$ cat src/rtl/tnrs_pkg.sv
// Package for the top-N row selector: sizes, defaults and register indexes.
// Used by every module in rtl/; depends on nothing.
package tnrs_pkg;
  localparam int CAPACITY_DEF = 16;
  localparam int MAX_KEYS_DEF = 3;
  localparam int KEY_BITS_DEF = 32;
  localparam int KEY_FIELDS = 3;
  localparam int FIELD_BITS = 32;
  localparam int CFG_IDX_BITS = 2;
  localparam int CFG_DATA_BITS = 5;
  localparam logic [CFG_IDX_BITS-1:0] REG_KEEP_COUNT = 2'd0;
  localparam logic [CFG_IDX_BITS-1:0] REG_ASCENDING = 2'd1;
  localparam logic [CFG_IDX_BITS-1:0] REG_KEY_COUNT = 2'd2;

  // controller to datapath commands
  typedef struct packed {
    logic insert;   // place the accepted row
    logic clear;    // empty the set after output
    logic emit;     // advance the read pointer past the presented slot
  } tnrs_cmd_t;

  // datapath to controller status
  typedef struct packed {
    logic emit_done; // the read pointer sits on the final kept row
    logic empty;     // nothing to emit
  } tnrs_stat_t;
endpackage

$ cat src/rtl/tnrs_ctrl.sv
// Controller of the top-N row selector: accepts rows, runs the output
// sweep and drives the output valid. Depends on tnrs_pkg.
module tnrs_ctrl
  import tnrs_pkg::*;
(
  input  logic       clk,
  input  logic       rst,
  input  logic       in_valid,
  output logic       in_stall,
  input  logic       last_row,
  output logic       out_valid,
  input  logic       out_stall,
  output logic       out_load,
  output tnrs_cmd_t  cmd,
  input  tnrs_stat_t stat
);
  typedef enum logic [1:0] {S_IN, S_CHECK, S_EMIT} state_t;
  state_t state;
  logic   in_acc;
  logic   slot_free;

  assign in_stall = (state != S_IN);
  assign in_acc = in_valid && !in_stall;
  assign slot_free = !out_valid || !out_stall;
  assign out_load = (state == S_EMIT) && slot_free;

  always_comb begin
    cmd.insert = in_acc;
    cmd.emit = out_load;
    cmd.clear = out_load && stat.emit_done;
  end

  // state and output valid
  always_ff @(posedge clk) begin
    if (rst) begin
      state <= S_IN;
      out_valid <= 1'b0;
    end else begin
      if (slot_free) out_valid <= out_load;
      unique case (state)
        S_IN: if (in_acc && last_row) state <= S_CHECK;
        S_CHECK: begin
          if (stat.empty) state <= S_IN;
          else state <= S_EMIT;
        end
        S_EMIT: if (out_load && stat.emit_done) state <= S_IN;
        default: state <= S_IN;
      endcase
    end
  end
endmodule

$ cat config.mk
export PLATFORM = sky130hd
export DESIGN_NAME = tnrs_ctrl
export DESIGN_NICKNAME = d
export VERILOG_FILES = /design/src/rtl/tnrs_pkg.sv /design/src/rtl/tnrs_ctrl.sv
export SDC_FILE = /design/constraint.sdc
export NUM_CORES = 1
export LEC_CHECK = 0
export BUFFER_PORTS_ARGS = -buffer_cell sky130_fd_sc_hd__buf_2
export CAP_MARGIN = 10
export CORE_AREA = 2 2 39 41
export DETAILED_ROUTE_END_ITERATION = 8
export DIE_AREA = 0 0 41 43
export PLACE_DENSITY = 0.3
export SLEW_MARGIN = 0
export SYNTH_ARGS = -nofsm -noshare
export SYNTH_HDL_FRONTEND = slang
export SYNTH_SLANG_ARGS = --single-unit
$ cat constraint.sdc
create_clock -name clk -period 2.7 [get_ports clk]
set_input_delay 0.54 -clock clk [delete_from_list [all_inputs] [get_ports clk]]
set_output_delay 0.54 -clock clk [all_outputs]
set_load 0.01 [all_outputs]
==> results of run 1 <==
## state kept, by name, summed over array words and instances (netlist names)
signal,cells
state,2
out_valid,1
## per-stage QoR
stage | utilization [%] | setup WS (ps) | total power (uW) | hold WS, ps
6_report | 17.6 | 1100 | 143 | 498
5_1_grt | 17.6 | 990 | 151 | 512
4_1_cts | 17.6 | 1070 | 146 | 498
3_5_place_dp | 15.7 | 1130 | 62.2 | 494
3_3_place_gp | 15.7 | 1130 | 61.9 | 493
2_1_floorplan | - | 1180 | 55.4 | 507
## synth_stat cells
library cell	number	area, sq um
dfxtp_1	3	60.1
a21oi_1	2	10.0
buf_4	2	15.0
a21boi_0	1	7.51
and3b_1	1	8.76
and4b_1	1	10.0
nand2_1	1	3.75
nand2b_1	1	6.26
nor3b_1	1	7.51
o31ai_1	1	7.51
or2_1	1	6.26
or4b_1	1	10.0
## worst paths after layout
check / from / endpoint
setup / recovery: state[0]$_SDFFE_PP0P_ / out_load
hold / removal: out_valid$_SDFFE_PP0N_ / out_valid$_SDFFE_PP0N_
setup reg to reg: state[1]$_SDFFE_PP0P_ / state[1]$_SDFFE_PP0P_
hold reg to reg: out_valid$_SDFFE_PP0N_ / out_valid$_SDFFE_PP0N_
## metal layers
layer / track usage, % / vias up / wire length (um)
met5: 0 / - / 0
met3: 7.85 / 0 / 81
li1: - / 85 / -
met1: 7.03 / 64 / 206
met2: 6.88 / 15 / 124
met4: 4.00 / 0 / 0
## where the power goes
part | internal, uW | switching, uW | total, uW
logic | 7.83 | 6.36 | 14.2
registers | 45.8 | 1.26 | 47.1
clock network | 55.6 | 26.4 | 82.0
## critical path: cells and delay by family (launching register included)
| kind | cells | cell delay (ps) |
|---|---|---|
| AOI/OAI and AO/OA | 1 | 160 |
| buffers and inverters | 1 | 150 |
| DFF | 1 | 330 |
| and+or+nand+nor | 1 | 190 |
## cell families after synthesis
logic type,count (synthesis),share of synthesized area [%]
simple gates,7,34.4
compound gates,4,16.4
flops,3,39.3
buf+inv,2,9.83
## layout make-up
type | count | area share (%)
sequential | 3 | 24.6
multi-input combinational | 11 | 31.8
clock buffer | 4 | 10.8
tap | 16 | 8.21
timing repair buffer | 12 | 24.6
## cells in the final DEF (no fill, tap or decap)
| cell | Yosys | layout |
|---|---|---|
| and3b_1 | 1 | 1 |
| buf_2 | 0 | 12 |
| clkbuf_4 | 0 | 3 |
| nand2_1 | 1 | 1 |
| a21oi_1 | 2 | 2 |
| a21boi_0 | 1 | 1 |
| o31ai_1 | 1 | 1 |
| nand2b_1 | 1 | 1 |
| dfxtp_1 | 3 | 3 |
| or2_1 | 1 | 1 |
| nor3b_1 | 1 | 1 |
| or4b_1 | 1 | 1 |
| and4b_1 | 1 | 1 |
| clkbuf_1 | 0 | 1 |
==> flow_metrics.py, run 1 <==
metrics = {
    "outcome": {
        "outcome": "completed",
    },
    "sta": {
        "finalSetupViolCount": 0,
        "fin_tns_setup_ps": 0,
        "worst_slew_pin_slew_ps": 235,
        "fin_skew_ps": 4.81,
        "fin_crit_ps": 1600,
        "finalHoldViolations": 0,
        "fmax_ghz": 0.624,
        "rsz0062_at_grt": "false",
        "fin_crit_sh_pct": 59.4,
        "report.final.slew_viol_count": 0,
        "slew_headroom_pct": 84.3,
    },
    "global_route": {
        "antenna_found_initial": 0,
        "grtUsageTotal_pct": 6.51,
        "grt_pass1_vias": 176,
        "grt_pass1_wl_um": 669,
        "overflow": 0,
        "grt_max_degree": 6,
    },
    "worst_setup_path": {
        "critPathMaxFanout": 5,
        "path_cells": "nand2b_1 -> a21oi_1 -> buf_2",
        "critPathRequiredTime_ps": 2160,
        "cp-end-kind": "output pin",
        "crit_path_start_kind": "flip-flop",
        "cp_slowest_cell": "dfxtp_1",
        "worst_r2r_path_depth": 2,
        "critPathKind": "reg -> out",
        "rrSetupSlack_ps": 1680,
        "slowest_delay_ps": 330,
        "arrival_ps": 1060,
    },
    "cts": {
        "clk_pin_slew_ps": 40,
        "hold_buffers": 0,
        "root_buffer": "clkbuf_4",
        "htree_levels": 1,
        "cts_tree": "done",
        "clockBufferDepth": 2,
        "numCtsBuffers": 3,
        "clk_latency_ps": 240,
        "cts_setup_buffers": 0,
        "cts_resized": 0,
        "cts_sinks": 3,
    },
    "place": {
        "place_area_sq_um": 218,
        "hpwl_um": 320,
        "placed_cells": 42,
        "portBuffers": 12,
        "gp_congestion": 0.605,
    },
    "yosys": {
        "ys_ff_latch": 3,
        "avgSynthCellArea_sq_um": 9.54,
        "yosysUniqueCellTypes": 12,
        "ys_warn_count": 0,
        "syn_inst": 16,
        "seq_area_frac_synth_pct": 39.3,
        "netlist_area_sq_um": 153,
        "synthesis.nets": 23,
    },
    "power": {
        "pwr_density_cell_mw_per_mm2": 587,
        "p_leak_uw": 0.000125,
        "ir_drop_mv": 0.262,
    },
    "die": {
        "die_h_um": 43,
        "pin_count": 13,
        "start_util_pct": 11.0,
        "row_count": 14,
        "core_region_area_sq_mm": 0.00138,
        "dieArea_sq_mm": 0.00176,
        "die_x_um": 41,
    },
    "route": {
        "wirelength_um": 413,
        "firstDrtPassIters": 2,
        "ant_nets": 0,
        "vias": 164,
        "drc": 0,
        "drt_iter0_drc": 2,
        "wl_per_cell_um": 8.98,
        "avgViaCountPerCell": 3.57,
    },
    "flow_run": {
        "cap_violations": 0,
    },
    "finish": {
        "fillers": 161,
        "multiInputGateArea_sq_um": 77.6,
        "syn_to_final_growth_pct": 59.8,
        "finalNonFillerCells": 46,
        "nNetsFinal": 38,
        "drive_gt1_share_pct": 50.0,
        "diodes": 0,
        "final_area_sq_um": 244,
        "area.sequential_sq_um": 60.1,
    },
    "worst_hold_path": {
        "hold_class": "reg -> reg",
        "whs_path_depth": 2,
    },
}
No activity file was read; power rests on OpenSTA's default activity.
==> run 2: changes to the inputs <==
==> constraint.sdc (replaced) <==
create_clock -name clk -period 1.7 [get_ports clk]
set_input_delay 0.34 -clock clk [delete_from_list [all_inputs] [get_ports clk]]
set_output_delay 0.34 -clock clk [all_outputs]
set_load 0.01 [all_outputs]
==> run 2 against run 1 <==
Effect of this change: count of clock-buffer cells in the layout did not move; register-to-register slack got worse by 1000 ps; setup slack worse by 800 ps; final cell count did not move; wire length is 4.8% higher; die area unchanged; clock skew rose by 3.2 ps; flip-flop and latch count stayed put; non-clock buffer count stayed put; utilization unchanged; highest routed layer unchanged.
==> flow_metrics.py, run 2 (synthesis results as in run 1) <==
metrics = {
    "cts": {
        "numCtsBuffers": 3,
        "cts_sinks": 3,
        "root_buffer": "clkbuf_4",
        "cts_setup_buffers": 0,
        "hold_buffers": 0,
        "clockBufferDepth": 2,
        "cts_tree": "done",
        "htree_levels": 1,
        "clk_latency_ps": 240,
        "cts_resized": 0,
        "clk_pin_slew_ps": 40,
    },
    "worst_setup_path": {
        "cp_slowest_cell": "dfxtp_1",
        "arrival_ps": 1060,
        "cp-end-kind": "output pin",
        "critPathMaxFanout": 5,
        "slowest_delay_ps": 330,
        "critPathKind": "reg -> out",
        "path_cells": "nand2b_1 -> a21oi_1 -> buf_2",
        "critPathRequiredTime_ps": 1360,
        "crit_path_start_kind": "flip-flop",
    },
    "worst_hold_path": {
        "hold_class": "in -> reg",
    },
    "place": {
        "hpwl_um": 324,
        "portBuffers": 12,
        "gp_congestion": 0.587,
        "dp_slack_ps": 524,
        "place_area_sq_um": 218,
    },
    "die": {
        "core_region_area_sq_mm": 0.00138,
        "pin_count": 13,
        "dieArea_sq_mm": 0.00176,
        "die_h_um": 43,
        "row_count": 14,
        "die_x_um": 41,
        "start_util_pct": 11.0,
    },
    "sta": {
        "rsz0062_at_grt": "false",
        "finalSetupViolCount": 0,
        "report.final.slew_viol_count": 0,
        "fin_tns_setup_ps": 0,
        "worst_slew_pin_slew_ps": 215,
        "setup_slack_ps": 302,
        "finalHoldViolations": 0,
        "fin_crit_ps": 1400,
        "fin_skew_ps": 8.04,
        "fmax_ghz": 0.715,
        "slew_headroom_pct": 85.6,
        "whs_ps": 308,
        "fin_crit_sh_pct": 82.2,
    },
    "finish": {
        "nNetsFinal": 38,
        "reg.largest.list": "state (2), out_valid (1)",
        "largest_reg_flops": 2,
        "mostFrequentLayoutCell": "buf_2",
        "syn_to_final_growth_pct": 59.8,
        "multiInputGateArea_sq_um": 77.6,
        "area.sequential_sq_um": 60.1,
        "fillers": 163,
        "finalCoreUtilization_pct": 17.6,
        "largest-register": "state",
        "final_cell_mix": "buf_2 (12), clkbuf_4 (3), dfxtp_1 (3), a21oi_1 (2)",
        "diodes": 0,
        "drive_gt1_share_pct": 50.0,
        "final_area_sq_um": 244,
    },
    "global_route": {
        "grt_pass1_vias": 188,
        "antenna_found_initial": 0,
        "grtUsageTotal_pct": 6.61,
        "grt_pass1_wl_um": 696,
        "grt_max_degree": 6,
        "overflow": 0,
    },
    "route": {
        "vias": 172,
        "wirelength_um": 433,
        "drt_iter0_drc": 0,
        "wl_met1_um": 194,
        "wl_met3_um": 67,
        "avgViaCountPerCell": 3.74,
        "drc": 0,
        "top_layer_used": "met3",
        "firstDrtPassIters": 1,
        "dr_wl_met2_um": 170,
        "wl_per_cell_um": 9.41,
        "ant_nets": 0,
    },
    "outcome": {
        "outcome": "completed",
    },
    "power": {
        "p_leak_uw": 0.000125,
        "ir_drop_mv": 0.219,
        "pwr_density_cell_mw_per_mm2": 935,
    },
    "flow_run": {
        "cap_violations": 0,
    },
}
## run 2: worst paths after layout
kind / from / end / slack (ps) / depth (start not counted)
min: rst / out_valid$_SDFFE_PP0N_ / 310 / 2
max reg2reg: state[1]$_SDFFE_PP0P_ / state[1]$_SDFFE_PP0P_ / 680 / 2
max: state[0]$_SDFFE_PP0P_ / out_load / 300 / 3
min reg2reg: out_valid$_SDFFE_PP0N_ / out_valid$_SDFFE_PP0N_ / 500 / 2
## run 2: metrics by stage
step | instances | total power [uW]
after floorplan | 16 | 87.9
after global placement | 42 | 98.4
after detailed placement | 42 | 98.8
after CTS | 46 | 237
after global routing | 46 | 242
final | 46 | 228
## run 2: worst max-delay path: cells and delay by family (launching register included)
family / cells / cell delay, ps
buffers and inverters: 1 / 150
AND/OR/NAND/NOR: 1 / 180
AO/OA/AOI/OAI: 1 / 150
flip-flops: 1 / 330
## run 2: layer usage
| metal | up-vias | track usage, % |
|---|---|---|
| met2 | 11 | 8.44 |
| met1 | 76 | 6.69 |
| met4 | 0 | 6.00 |
| met5 | - | 0 |
| li1 | 85 | - |
| met3 | 0 | 4.71 |
## run 2: layout make-up
| cell class | instances | share of cell area, % |
|---|---|---|
| repair buffers | 12 | 24.6 |
| well taps | 16 | 8.21 |
| flip-flops and latches | 3 | 24.6 |
| clock buffers | 4 | 10.8 |
| multi-input cells | 11 | 31.8 |
## run 2: power breakdown
group | switching [uW] | leakage (uW) | total, uW | internal, uW
Clock | 42.2 | 0.0000150 | 130 | 88.3
Sequential | 2.09 | 0.0000244 | 74.8 | 72.7
Combinational | 10.3 | 0.0000861 | 22.7 | 12.4
